<file path="config.mk">
export PLATFORM = sky130hd
export DESIGN_NAME = point_chunk_parser_flat
export DESIGN_NICKNAME = d
export VERILOG_FILES = /design/src/hw/rtl/pcp_pkg.sv /design/src/hw/rtl/pcp_stream_if.sv /design/src/hw/rtl/point_chunk_parser.sv /design/src/flat_wrapper.sv
export SDC_FILE = /design/constraint.sdc
export NUM_CORES = 2
export LEC_CHECK = 0
export ABC_AREA = 0
export ABC_CLOCK_PERIOD_IN_PS = 5100
export BUFFER_PORTS_ARGS = -buffer_cell sky130_fd_sc_hd__buf_2
export CORE_ASPECT_RATIO = 1.75
export CORE_MARGIN = 3
export CORE_UTILIZATION = 45
export DETAILED_ROUTE_END_ITERATION = 8
export HOLD_SLACK_MARGIN = 0.06
export RECOVER_POWER = 25
export SETUP_SLACK_MARGIN = 0.4
export SLEW_MARGIN = 20
export SYNTH_ARGS = -nofsm -noshare
export SYNTH_HDL_FRONTEND = slang
export SYNTH_SLANG_ARGS = --single-unit
</file>
<file path="constraint.sdc">
create_clock -name clk -period 5.1 [get_ports clk]
set_input_delay 1.275 -clock clk [delete_from_list [all_inputs] [get_ports clk]]
set_output_delay 1.275 -clock clk [all_outputs]
set_load 0.005 [all_outputs]
</file>
<file path="src/hw/rtl/pcp_pkg.sv">
// Shared types, constants and lookup functions of the point chunk parser.
package pcp_pkg;

	// Chunk layout.
	localparam int unsigned POS_W           = 27;
	localparam logic [POS_W-1:0] MAX_CHUNK_BYTES = 27'd67108864;
	localparam logic [POS_W-1:0] MAGIC_BYTES     = 27'd8;
	localparam logic [POS_W-1:0] HEADER_BYTES    = 27'd16;
	localparam logic [4:0] STRIDE_XYZ       = 5'd12;
	localparam logic [4:0] STRIDE_RGB       = 5'd16;
	localparam logic [3:0] COORD_BYTES      = 4'd12;

	// Register widths.
	localparam int unsigned DECL_BYTES_W  = 27;
	localparam int unsigned DECL_POINTS_W = 23;
	localparam int unsigned POINTS_W      = 23;

	// Result queue.
	localparam int unsigned OUT_DEPTH = 8;
	localparam int unsigned OUT_AW    = 3;
	localparam int unsigned OUT_CW    = 4;

	typedef enum logic [2:0] {
		ST_OK        = 3'd0,
		ST_BAD_MAGIC = 3'd1,
		ST_LENGTH    = 3'd2,
		ST_COUNT     = 3'd3,
		ST_NONFINITE = 3'd4
	} status_t;

	typedef enum logic {
		REG_DECL_BYTES  = 1'b0,
		REG_DECL_POINTS = 1'b1
	} reg_idx_t;

	typedef struct packed {
		logic        is_status;
		logic [31:0] x_bits;
		logic [31:0] y_bits;
		logic [31:0] z_bits;
		logic        has_color;
		logic [2:0]  status;
		logic        end_of_chunk;
	} result_t;

	function automatic logic [7:0] magic_xyz_byte(input logic [2:0] idx);
		logic [7:0] b;
		unique case (idx)
			3'd0: b = 8'h53;
			3'd1: b = 8'h44;
			3'd2: b = 8'h58;
			3'd3: b = 8'h59;
			3'd4: b = 8'h5A;
			3'd5: b = 8'h31;
			3'd6: b = 8'h00;
			3'd7: b = 8'h00;
			default: b = 8'h00;
		endcase
		return b;
	endfunction

	function automatic logic [7:0] magic_rgb_byte(input logic [2:0] idx);
		logic [7:0] b;
		unique case (idx)
			3'd0: b = 8'h53;
			3'd1: b = 8'h44;
			3'd2: b = 8'h52;
			3'd3: b = 8'h47;
			3'd4: b = 8'h42;
			3'd5: b = 8'h31;
			3'd6: b = 8'h00;
			3'd7: b = 8'h00;
			default: b = 8'h00;
		endcase
		return b;
	endfunction

	// A word is finite unless its exponent field is all ones.
	function automatic logic word_finite(input logic [31:0] w);
		return w[30:23] != 8'hFF;
	endfunction

endpackage

</file>
<file path="src/hw/rtl/pcp_stream_if.sv">
// Valid/ready stream interfaces for the byte input and the result output.
interface pcp_in_if;
	logic       valid;
	logic       ready;
	logic [7:0] data_byte;
	logic       last_byte;

	modport source (output valid, output data_byte, output last_byte, input ready);
	modport sink (input valid, input data_byte, input last_byte, output ready);
endinterface

interface pcp_out_if;
	logic        valid;
	logic        ready;
	logic        is_status;
	logic [31:0] x_bits;
	logic [31:0] y_bits;
	logic [31:0] z_bits;
	logic        has_color;
	logic [2:0]  status;
	logic        end_of_chunk;

	modport source (output valid, output is_status, output x_bits, output y_bits,
		output z_bits, output has_color, output status, output end_of_chunk, input ready);
	modport sink (input valid, input is_status, input x_bits, input y_bits,
		input z_bits, input has_color, input status, input end_of_chunk, output ready);
endinterface

</file>
<file path="src/hw/rtl/point_chunk_parser.sv">
// Point chunk parser: byte-stream checker and point decoder with APB registers.
//
//   Channel   Direction  Handshake       Moves per transfer
//   in_ch     sink       valid/ready     one chunk byte and its last-byte mark
//   out_ch    source     valid/ready     one point result or one status result
//   APB       slave      psel/penable    one register write or read
//
// The block takes one byte every cycle while in_ch.ready is high. A byte is
// registered on acceptance and processed in the following cycle. Its results
// are written into an eight-entry result queue at the end of that cycle and
// are offered on out_ch right away.
// arst_n clears the chunk counters, flags and both registers asynchronously; the
// point word registers are always rewritten before they are used.
// in_ch.ready drops only when the result queue, counting the byte under work,
// could not take the two results that a final byte may produce.
module point_chunk_parser
	import pcp_pkg::*;
(
	input  logic        clk,
	input  logic        arst_n,
	pcp_in_if.sink      in_ch,
	pcp_out_if.source   out_ch,
	input  logic        psel,
	input  logic        penable,
	input  logic        pwrite,
	input  logic [2:0]  paddr,
	input  logic [31:0] pwdata,
	output logic [31:0] prdata,
	output logic        pready
);

	// Configuration registers. A write completes in the access phase; the
	// register index is the word address, so paddr[2] selects the register.
	logic [DECL_BYTES_W-1:0]  decl_bytes_q;
	logic [DECL_POINTS_W-1:0] decl_points_q;
	logic                     cfg_wr;

	assign pready = 1'b1;
	assign cfg_wr = psel & penable & pwrite & pready;

	always_ff @(posedge clk or negedge arst_n) begin
		if (!arst_n) begin
			decl_bytes_q  <= '0;
			decl_points_q <= '0;
		end else if (cfg_wr) begin
			unique case (reg_idx_t'(paddr[2]))
				REG_DECL_BYTES:  decl_bytes_q  <= pwdata[DECL_BYTES_W-1:0];
				REG_DECL_POINTS: decl_points_q <= pwdata[DECL_POINTS_W-1:0];
				default: ;
			endcase
		end
	end

	always_comb begin
		unique case (reg_idx_t'(paddr[2]))
			REG_DECL_BYTES:  prdata = {{(32-DECL_BYTES_W){1'b0}}, decl_bytes_q};
			REG_DECL_POINTS: prdata = {{(32-DECL_POINTS_W){1'b0}}, decl_points_q};
			default:         prdata = '0;
		endcase
	end

	// Input register. The byte is held here while it is processed.
	logic       valid_s1;
	logic [7:0] byte_s1;
	logic       last_s1;
	logic       in_xfer;

	// Result queue bookkeeping.
	logic [OUT_CW-1:0] cnt_q;
	logic [OUT_AW-1:0] wr_q;
	logic [OUT_AW-1:0] rd_q;
	logic [OUT_CW-1:0] occupancy;
	result_t           queue_q [OUT_DEPTH];

	// The byte under work may push two results, so reserve room for it too.
	assign occupancy   = cnt_q + (valid_s1 ? OUT_CW'(2) : OUT_CW'(0));
	assign in_ch.ready = occupancy <= OUT_CW'(OUT_DEPTH - 2);
	assign in_xfer     = in_ch.valid & in_ch.ready;

	always_ff @(posedge clk or negedge arst_n) begin
		if (!arst_n) begin
			valid_s1 <= 1'b0;
		end else begin
			valid_s1 <= in_xfer;
		end
	end

	always_ff @(posedge clk) begin
		if (in_xfer) begin
			byte_s1 <= in_ch.data_byte;
			last_s1 <= in_ch.last_byte;
		end
	end

	// Chunk state.
	logic [POS_W-1:0]     pos_q;
	logic                 xyz_ok_q;
	logic                 rgb_ok_q;
	logic [63:0]          hdr_q;
	logic [2:0][31:0]     words_q;
	logic [3:0]           off_q;
	logic [POINTS_W-1:0]  pts_q;
	status_t              err_q;

	// Next values after the byte under work.
	logic [POS_W-1:0]     pos_d;
	logic                 xyz_ok_d;
	logic                 rgb_ok_d;
	logic [63:0]          hdr_d;
	logic [2:0][31:0]     words_d;
	logic [3:0]           off_d;
	logic [POINTS_W-1:0]  pts_d;
	status_t              err_d;

	logic [4:0]  off_inc;
	logic [4:0]  stride;
	logic        pt_push;
	logic        st_push;
	logic        pts_finite;
	status_t     fin_status;
	result_t     pt_res;
	result_t     st_res;

	always_comb begin
		pos_d      = pos_q;
		xyz_ok_d   = xyz_ok_q;
		rgb_ok_d   = rgb_ok_q;
		hdr_d      = hdr_q;
		words_d    = words_q;
		off_d      = off_q;
		pts_d      = pts_q;
		err_d      = err_q;
		pt_push    = 1'b0;
		pts_finite = 1'b0;
		stride     = rgb_ok_q ? STRIDE_RGB : STRIDE_XYZ;
		off_inc    = {1'b0, off_q} + 5'd1;

		if (valid_s1) begin
			if (pos_q < MAGIC_BYTES) begin
				// Both magics are tracked until the first mismatch of each.
				if (byte_s1 != magic_xyz_byte(pos_q[2:0])) begin
					xyz_ok_d = 1'b0;
				end
				if (byte_s1 != magic_rgb_byte(pos_q[2:0])) begin
					rgb_ok_d = 1'b0;
				end
				if (pos_q[2:0] == 3'd7 && !xyz_ok_d && !rgb_ok_d && err_q == ST_OK) begin
					err_d = ST_BAD_MAGIC;
				end
			end else if (pos_q < HEADER_BYTES) begin
				// Little-endian 64-bit point count, one byte lane per byte.
				hdr_d[{pos_q[2:0], 3'b000} +: 8] = byte_s1;
			end else if (pos_q < MAX_CHUNK_BYTES) begin
				// Coordinate bytes fill the three words; color bytes are skipped.
				if (off_q < COORD_BYTES) begin
					words_d[off_q[3:2]][{off_q[1:0], 3'b000} +: 8] = byte_s1;
				end
				if (off_inc >= stride) begin
					off_d      = '0;
					pts_d      = pts_q + POINTS_W'(1);
					pts_finite = word_finite(words_d[0]) & word_finite(words_d[1]) &
						word_finite(words_d[2]);
					if (err_q == ST_OK && pts_finite) begin
						pt_push = 1'b1;
					end else if (err_q == ST_OK) begin
						err_d = ST_NONFINITE;
					end
				end else begin
					off_d = off_inc[3:0];
				end
			end
			// The byte count saturates one past the limit.
			if (pos_q <= MAX_CHUNK_BYTES) begin
				pos_d = pos_q + POS_W'(1);
			end
		end
	end

	// Final status, checked in priority order on the counts after the last
	// byte. Since every payload byte below the limit is gathered, a whole
	// number of points means the point offset is back at zero, and the point
	// count then equals the payload length over the stride.
	always_comb begin
		if (decl_bytes_q > MAX_CHUNK_BYTES || pos_d != decl_bytes_q ||
				pos_d > MAX_CHUNK_BYTES) begin
			fin_status = ST_LENGTH;
		end else if (pos_d < HEADER_BYTES || (!rgb_ok_d && !xyz_ok_d)) begin
			fin_status = ST_BAD_MAGIC;
		end else if (off_d != 4'd0 || hdr_d != {{(64-POINTS_W){1'b0}}, pts_d} ||
				hdr_d != {{(64-DECL_POINTS_W){1'b0}}, decl_points_q}) begin
			fin_status = ST_COUNT;
		end else if (err_d == ST_NONFINITE) begin
			fin_status = ST_NONFINITE;
		end else begin
			fin_status = ST_OK;
		end
	end

	assign st_push = valid_s1 & last_s1;

	always_comb begin
		pt_res              = '0;
		pt_res.x_bits       = words_d[0];
		pt_res.y_bits       = words_d[1];
		pt_res.z_bits       = words_d[2];
		pt_res.has_color    = rgb_ok_q;

		st_res              = '0;
		st_res.is_status    = 1'b1;
		st_res.has_color    = (pos_d >= HEADER_BYTES) & rgb_ok_d;
		st_res.status       = fin_status;
		st_res.end_of_chunk = 1'b1;
	end

	// State update; the final byte returns the chunk state to its reset values.
	always_ff @(posedge clk or negedge arst_n) begin
		if (!arst_n) begin
			pos_q    <= '0;
			xyz_ok_q <= 1'b1;
			rgb_ok_q <= 1'b1;
			hdr_q    <= '0;
			off_q    <= '0;
			pts_q    <= '0;
			err_q    <= ST_OK;
		end else if (st_push) begin
			pos_q    <= '0;
			xyz_ok_q <= 1'b1;
			rgb_ok_q <= 1'b1;
			hdr_q    <= '0;
			off_q    <= '0;
			pts_q    <= '0;
			err_q    <= ST_OK;
		end else begin
			pos_q    <= pos_d;
			xyz_ok_q <= xyz_ok_d;
			rgb_ok_q <= rgb_ok_d;
			hdr_q    <= hdr_d;
			off_q    <= off_d;
			pts_q    <= pts_d;
			err_q    <= err_d;
		end
	end

	// Every word byte is overwritten before a point completes, so the word
	// registers need no clearing.
	always_ff @(posedge clk) begin
		words_q <= words_d;
	end

	// Result queue. A point completed by the final byte goes in ahead of the
	// status result.
	logic              pop;
	logic [1:0]        push_n;
	logic [OUT_AW-1:0] wr_next;

	assign pop     = out_ch.valid & out_ch.ready;
	assign push_n  = {1'b0, pt_push} + {1'b0, st_push};
	assign wr_next = wr_q + OUT_AW'(1);

	always_ff @(posedge clk) begin
		if (pt_push) begin
			queue_q[wr_q] <= pt_res;
			if (st_push) begin
				queue_q[wr_next] <= st_res;
			end
		end else if (st_push) begin
			queue_q[wr_q] <= st_res;
		end
	end

	always_ff @(posedge clk or negedge arst_n) begin
		if (!arst_n) begin
			wr_q  <= '0;
			rd_q  <= '0;
			cnt_q <= '0;
		end else begin
			wr_q  <= wr_q + OUT_AW'(push_n);
			rd_q  <= rd_q + (pop ? OUT_AW'(1) : OUT_AW'(0));
			cnt_q <= cnt_q + OUT_CW'(push_n) - (pop ? OUT_CW'(1) : OUT_CW'(0));
		end
	end

	assign out_ch.valid        = cnt_q != '0;
	assign out_ch.is_status    = queue_q[rd_q].is_status;
	assign out_ch.x_bits       = queue_q[rd_q].x_bits;
	assign out_ch.y_bits       = queue_q[rd_q].y_bits;
	assign out_ch.z_bits       = queue_q[rd_q].z_bits;
	assign out_ch.has_color    = queue_q[rd_q].has_color;
	assign out_ch.status       = queue_q[rd_q].status;
	assign out_ch.end_of_chunk = queue_q[rd_q].end_of_chunk;

	// The queue never holds more results than it has entries.
	a_queue_bound: assert property (@(posedge clk) disable iff (!arst_n)
		cnt_q <= OUT_CW'(OUT_DEPTH))
		else $error("result queue overflow");

	// A final byte leaves the chunk state at its start.
	a_last_clears: assert property (@(posedge clk) disable iff (!arst_n)
		(valid_s1 && last_s1) |=> (pos_q == '0 && err_q == ST_OK))
		else $error("chunk state not cleared after final byte");

	// No error is recorded before the magic has been seen in full.
	a_no_early_err: assert property (@(posedge clk) disable iff (!arst_n)
		(pos_q < MAGIC_BYTES) |-> (err_q == ST_OK))
		else $error("error set inside the magic");

	// Without color the point offset stays inside the 12-byte stride.
	a_xyz_offset: assert property (@(posedge clk) disable iff (!arst_n)
		(pos_q >= HEADER_BYTES && !rgb_ok_q) |-> (off_q < COORD_BYTES))
		else $error("point offset beyond stride");

endmodule
</file>
<file path="src/flat_wrapper.sv">
// flat-port wrapper written by rule: the top's interface ports become plain ports
module point_chunk_parser_flat import pcp_pkg::*;
  (clk, arst_n, psel, penable, pwrite, paddr, pwdata, prdata, pready, in_ch_valid, in_ch_data_byte, in_ch_last_byte, in_ch_ready, out_ch_valid, out_ch_is_status, out_ch_x_bits, out_ch_y_bits, out_ch_z_bits, out_ch_has_color, out_ch_status, out_ch_end_of_chunk, out_ch_ready);
  pcp_in_if in_ch_i ();
  pcp_out_if out_ch_i ();
  input  logic clk;
  input  logic arst_n;
  input  logic psel;
  input  logic penable;
  input  logic pwrite;
  input  logic [2:0] paddr;
  input  logic [31:0] pwdata;
  output logic [31:0] prdata;
  output logic pready;
  input wire logic [$bits(in_ch_i.valid)-1:0] in_ch_valid;
  input wire logic [$bits(in_ch_i.data_byte)-1:0] in_ch_data_byte;
  input wire logic [$bits(in_ch_i.last_byte)-1:0] in_ch_last_byte;
  output wire logic [$bits(in_ch_i.ready)-1:0] in_ch_ready;
  output wire logic [$bits(out_ch_i.valid)-1:0] out_ch_valid;
  output wire logic [$bits(out_ch_i.is_status)-1:0] out_ch_is_status;
  output wire logic [$bits(out_ch_i.x_bits)-1:0] out_ch_x_bits;
  output wire logic [$bits(out_ch_i.y_bits)-1:0] out_ch_y_bits;
  output wire logic [$bits(out_ch_i.z_bits)-1:0] out_ch_z_bits;
  output wire logic [$bits(out_ch_i.has_color)-1:0] out_ch_has_color;
  output wire logic [$bits(out_ch_i.status)-1:0] out_ch_status;
  output wire logic [$bits(out_ch_i.end_of_chunk)-1:0] out_ch_end_of_chunk;
  input wire logic [$bits(out_ch_i.ready)-1:0] out_ch_ready;
  assign in_ch_i.valid = in_ch_valid;
  assign in_ch_i.data_byte = in_ch_data_byte;
  assign in_ch_i.last_byte = in_ch_last_byte;
  assign in_ch_ready = in_ch_i.ready;
  assign out_ch_valid = out_ch_i.valid;
  assign out_ch_is_status = out_ch_i.is_status;
  assign out_ch_x_bits = out_ch_i.x_bits;
  assign out_ch_y_bits = out_ch_i.y_bits;
  assign out_ch_z_bits = out_ch_i.z_bits;
  assign out_ch_has_color = out_ch_i.has_color;
  assign out_ch_status = out_ch_i.status;
  assign out_ch_end_of_chunk = out_ch_i.end_of_chunk;
  assign out_ch_i.ready = out_ch_ready;
  point_chunk_parser u_core (.clk(clk), .arst_n(arst_n), .in_ch(in_ch_i), .out_ch(out_ch_i), .psel(psel), .penable(penable), .pwrite(pwrite), .paddr(paddr), .pwdata(pwdata), .prdata(prdata), .pready(pready));
endmodule
</file>
# Word level (Yosys, flattened, before mapping)
# Memories as Yosys holds them, arrays and structs flattened.
# Index checks and enable logic that the tools add are counted.
# op_classes
mux	80
shift	4
eq_ne	10
order_cmp	13
bitwise_logic	10
n_reduce_logical	20
add_sub_neg	12
# ops
cell	n
$mux 96	9
$mux 64	4
$mux 23	6
$ne 64x23->1	2
$mux 102	1
$bwmux 96	1
$mux 27	3
$bwmux 64	1
$demux 32 s2	1
$pmux 32 s2	1
$shift 8x8->64 const A	1
$shiftx 8x8->64	1
$gt 27x27->1 const B	2
$lt 27x5->1 const B	2
$mux 3	13
$mux 32	1
$mux 8	4
$shift 8x7->32 const A	1
$shiftx 8x7->32	1
$add 27x1->27 const B	1
$ge 27x5->1 const B	1
$le 27x27->1 const B	1
$lt 27x27->1 const B	1
$lt 27x4->1 const B	1
other kinds (33)	89
# word_totals
word_cells	170
mem_bits_rw	816
romBits	104
reg_bits	289
n_memories	3
input_bits	51
out_inout_bits	137
# mem_list
memory	words	word_bits	rd	rd_clocked_by_memory_dff	wr	line	rtl
u_core.queue_q	8	102	1	0	2	point_chunk_parser.sv:73	result_t queue_q [OUT_DEPTH];
(no name shown)	8	7	1	0	0	pcp_pkg.sv:48	unique case (idx)
(no name shown)	8	6	1	0	0	pcp_pkg.sv:64	unique case (idx)

# Logic depth before layout (Yosys ltp)
# logic_depth
word_depth	26
ltp_mapped	19
depth_no_buf	18

# Least setup slack after synthesis
# Ideal clock, no wire load.
# synth_path
kind	register to register
from	reg u_core.pos_q[1]
to	mem u_core.queue_q[0][1] (netlist bit), data pin
setup_time_ns	0.273
n_path_buf	1
arrival_time_ns	4.340
synth_period_minus_slack_ns	4.613
path_stages_with_launch	15
required_time_ns	4.827
path_slack_ns	0.487
cell_sequence	dfrtp_1 -> clkbuf_1 -> inv_1 -> ha_1 -> ha_1 -> nor4b_2 -> o2111ai_1 -> nor3_2 -> mux2i_1 -> o211ai_1 -> nor4_1 -> nand4_1 -> or4_1 -> o31ai_2 -> nor2_1
# synth_lines
element	line	rtl
from (decl)	point_chunk_parser.sv:96	logic [POS_W-1:0] pos_q;
from (signal assigned)	point_chunk_parser.sv:234	pos_q <= pos_d;
to (decl)	point_chunk_parser.sv:73	

==> reports/qor.yml <==
status:
  outcome: "complete, but fails checks"
  failed_checks: "max-capacitance violations, max-slew violations"
logic_synthesis:
  syn_inst: 4046
  seq_area_frac_synth_pct: 50.4
  ys_types: 80
  yosysWarnings: 0
  avgSynthCellArea_um2: 11.4
  synth-main-ff-cell: "dfxtp_1"
  synth_seq_cells: 1097
  async_flop_share_pct: 16.8
  synth_edf_count: 41
  syn_area_um2: 46300
clock_tree:
  cts_tree: "yes"
  h-tree-depth: 3
  cts_sinks: 1097
  holdBufCountCts: 0
  cts_inserted_buffers: 100
  clk_pin_slew_worst_paths_ns: 0.06
  cts-root-buf: "clkbuf_16"
  clock_latency_ns: 0.72
  cts_buffer_depth: 3
timing:
  max_slew.worst_pin.slew_ns: 2.87
  finalHoldViolCount: 0
  fmax_mhz: 214
  final.setup_skew_ns: 0.0341
  drv_slew: 218
  fin_crit_ns: 4.66
  period_share_pct: 91.4
  final-setup-viol-count: 0
  whs_ns: 0.442
  rsz0062_at_grt: "no"
  slew_headroom_pct: -91.7
  finalSetupTns_ns: 0
routing:
  firstDrtPassIters: 6
  avgViaCountPerCell: 6.19
  wire_per_inst_um: 27.4
  finalWirelength_mm: 150
  drtIter0Drc: 2622
  postRouteAntennaNets: 0
  drc: 0
  vias: 33975
final_layout:
  nFillCells: 9139
  final_cell_area_um2: 52700
  fin_nets: 4155
  post-route-util_pct: 51.6
  syn_to_final_growth_pct: 13.9
  drive_gt1_share_pct: 22.6
worst_setup_path:
  critPathMaxStageDelay_ns: 0.65
  worstSetupEndpointType: "register"
  rrSetupSlack_ns: 0.44
  critPathArrivalTime_ns: 5.09
  reg2reg_to: "u_core.queue_q[3][4]"
  criticalPathCategory: "register to register"
  cp.required_ns: 5.53
  cpMostUsedCell: "nand4_1"
  cp_slowest_cell: "o21ai_1"
  rr_startpoint: "u_core.pos_q[6]"
  startpoint_type: "register"
  reg2reg_depth: 11
  worst-path-max-fanout: 19
  cp_cell_sequence: "nor4_1 > nand4_1 > buf_4 > o31ai_1 > clkbuf_1 > nand4_1 > xnor2_1 > nor4_1 > nand4_1 > o21ai_1 > o22ai_1"
power:
  p_leak_nw: 21.1
  power_per_cell_area_nw_per_um2: 426
  power.total_w: 0.0225
  vdd_drop_max_v: 0.000373
floorplan:
  dieArea_um2: 107000
  initial_utilization_pct: 45.3
  die_h_um: 430
  rows: 155
  die_w_um: 248
  fp.coreArea_um2: 102000
  num_io_pins: 188
global_routing:
  track_usage_pct: 27.8
  grt_overflow: 0
  antenna_found_initial: 6
  grt_max_degree: 102
  grt_pass1_wl_mm: 224
  grt_pass1_vias: 34414
place:
  place_congestion: 0.961
  numPortBuffers: 174
  dp_hpwl_mm: 89.7
  place_area_um2: 48600
hold_path:
  hold_path_depth: 2
  hp-class: "register to register"
  holdPathEnd: "u_core.queue_q[2][0]"
  min-delay-start: "u_core.queue_q[2][0]"
run:
  maxCapViolCount: 4
power breakdown:
part | total (W) | switching, W | leakage (nW) | internal (W)
combinational | 0.00465 | 0.00290 | 9.51 | 0.00175
sequential | 0.00941 | 0.000545 | 9.82 | 0.00887
clock | 0.00839 | 0.00359 | 1.77 | 0.00480
total | 0.0225 | 0.00703 | 21.1 | 0.0154
critical path, delay by kind of cell, from the launching register on:
family	cells	cell delay [ns]
and+or+nand+nor	5	1.84
AOI/OAI and AO/OA	3	1.08
buffers and inverters	2	0.80
DFF	1	0.43
xor gates and xnor gates	1	0.23
cell usage in the layout (no fill, tap or decap), drive strengths merged, types with 7 or more instances in the layout:
master / n
nor3b: 8
inv: 58
buf: 315
nor2b: 110
xor2: 38
o21a: 7
xnor2: 83
o22ai: 14
dfxtp: 872
o21ai: 128
mux2: 179
a21oi: 90
and3: 18
or3: 11
nand3: 52
nand2: 260
clkbuf: 139
nor4b: 9
nand4: 34
nand2b: 16
or4: 9
nor3: 65
and2: 22
and4: 9
mux2i: 27
ha: 34
nor2: 155
dfrtp: 182
clkinv: 36
bufinv: 20
clkinvlp: 12
nor4: 33
a22o: 768
edfxtp: 41
mux4: 202
synth_stat cells (18+ instances only):
| library cell | number | area (um^2) |
|---|---|---|
| dfxtp_1 | 872 | 17500 |
| a22o_1 | 768 | 6730 |
| clkbuf_1 | 380 | 1430 |
| nand2_1 | 259 | 972 |
| mux4_2 | 202 | 4550 |
| dfrtp_1 | 182 | 4550 |
| mux2_2 | 179 | 2020 |
| nor2_1 | 148 | 556 |
| o21ai_0 | 125 | 626 |
| nor2b_1 | 110 | 688 |
| a21oi_1 | 90 | 450 |
| xnor2_1 | 83 | 727 |
| nor3_1 | 61 | 305 |
| inv_1 | 54 | 203 |
| nand3_1 | 52 | 260 |
| edfxtp_1 | 41 | 1230 |
| xor2_1 | 38 | 333 |
| ha_1 | 34 | 425 |
| nand4_1 | 33 | 206 |
| buf_1 | 31 | 116 |
| nor4_1 | 30 | 188 |
| mux2i_1 | 27 | 270 |
| and2_1 | 22 | 138 |
| and3_1 | 18 | 113 |
area by class of cell:
cell class / count / area [um^2] / area share [%]
Sequential cell: 1097 / 23300 / 44.2
Multi-Input combinational cell: 2475 / 21400 / 40.6
Clock buffer: 117 / 2660 / 5.05
Timing Repair Buffer: 339 / 2440 / 4.63
Tap cell: 1334 / 1670 / 3.17
Clock inverter: 71 / 990 / 1.88
Inverter: 55 / 208 / 0.394
Antenna cell: 5 / 12.5 / 0.0238
cells by family (layout without fill, tap and decap cells):
group | Yosys count | count (layout) | share of synthesized area (%)
muxes | 408 | 408 | 14.8
buffers and inverters | 484 | 582 | 4.02
xor gates and xnor gates | 123 | 123 | 2.39
and+or+nand+nor | 818 | 824 | 8.95
other | 2 | 11 | 0.0162
AOI/OAI and AO/OA | 1078 | 1078 | 18.5
adders and majority gates | 36 | 36 | 1.01
DFF | 1097 | 1097 | 50.4
what timing repair did:
item | in CTS | in global routing
resized for setup | 15 | 27
setup buffers | 10 | 9
gates cloned | 8 | 2
setup endpoints to repair | 419 | 345
pin swaps | 6 | 5
stage by stage:
stage	cells	setup WS, ns
floorplan	4050	0.487
global placement	5271	0.136
detailed placement	5271	0.0408
CTS	5477	0.271
global route	5489	0.216
finish	5493	0.436
metal layers:
| layer | up-vias | GRT usage [%] | wire length (um) |
|---|---|---|---|
| met5 | - | 0 | 25 |
| met4 | 6 | 13.9 | 8400 |
| met3 | 369 | 3.91 | 8270 |
| met2 | 1222 | 48.7 | 76100 |
| met1 | 17264 | 32.9 | 57700 |
| li1 | 15114 | - | - |
state kept, by name, summed over array words and instances, names as in the netlist, 3 cells and up:
name / cells
u_core.queue_q: 808
u_core.words_q: 96
u_core.hdr_q: 64
u_core.decl_bytes_q: 27
u_core.pos_q: 27
u_core.decl_points_q: 23
u_core.pts_q: 23
u_core.byte_s1: 8
u_core.cnt_q: 4
u_core.off_q: 4
u_core.err_q: 3
u_core.rd_q: 3
u_core.wr_q: 3
worst max-delay path by stage:
stage / slack (ns) / from / endpoint
after floorplan: 0.49 / u_core.pos_q[1] / u_core.queue_q[0][1]
after CTS: 0.27 / u_core.off_q[0] / u_core.queue_q[4][57]
final: 0.44 / u_core.pos_q[6] / u_core.queue_q[3][4]
after global placement: 0.14 / u_core.off_q[0] / u_core.queue_q[5][38]
after global routing: 0.22 / u_core.pos_q[0] / u_core.queue_q[1][1]
after detailed placement: 0.04 / u_core.off_q[0] / u_core.queue_q[5][24]
(Power assumes the default switching activity.)
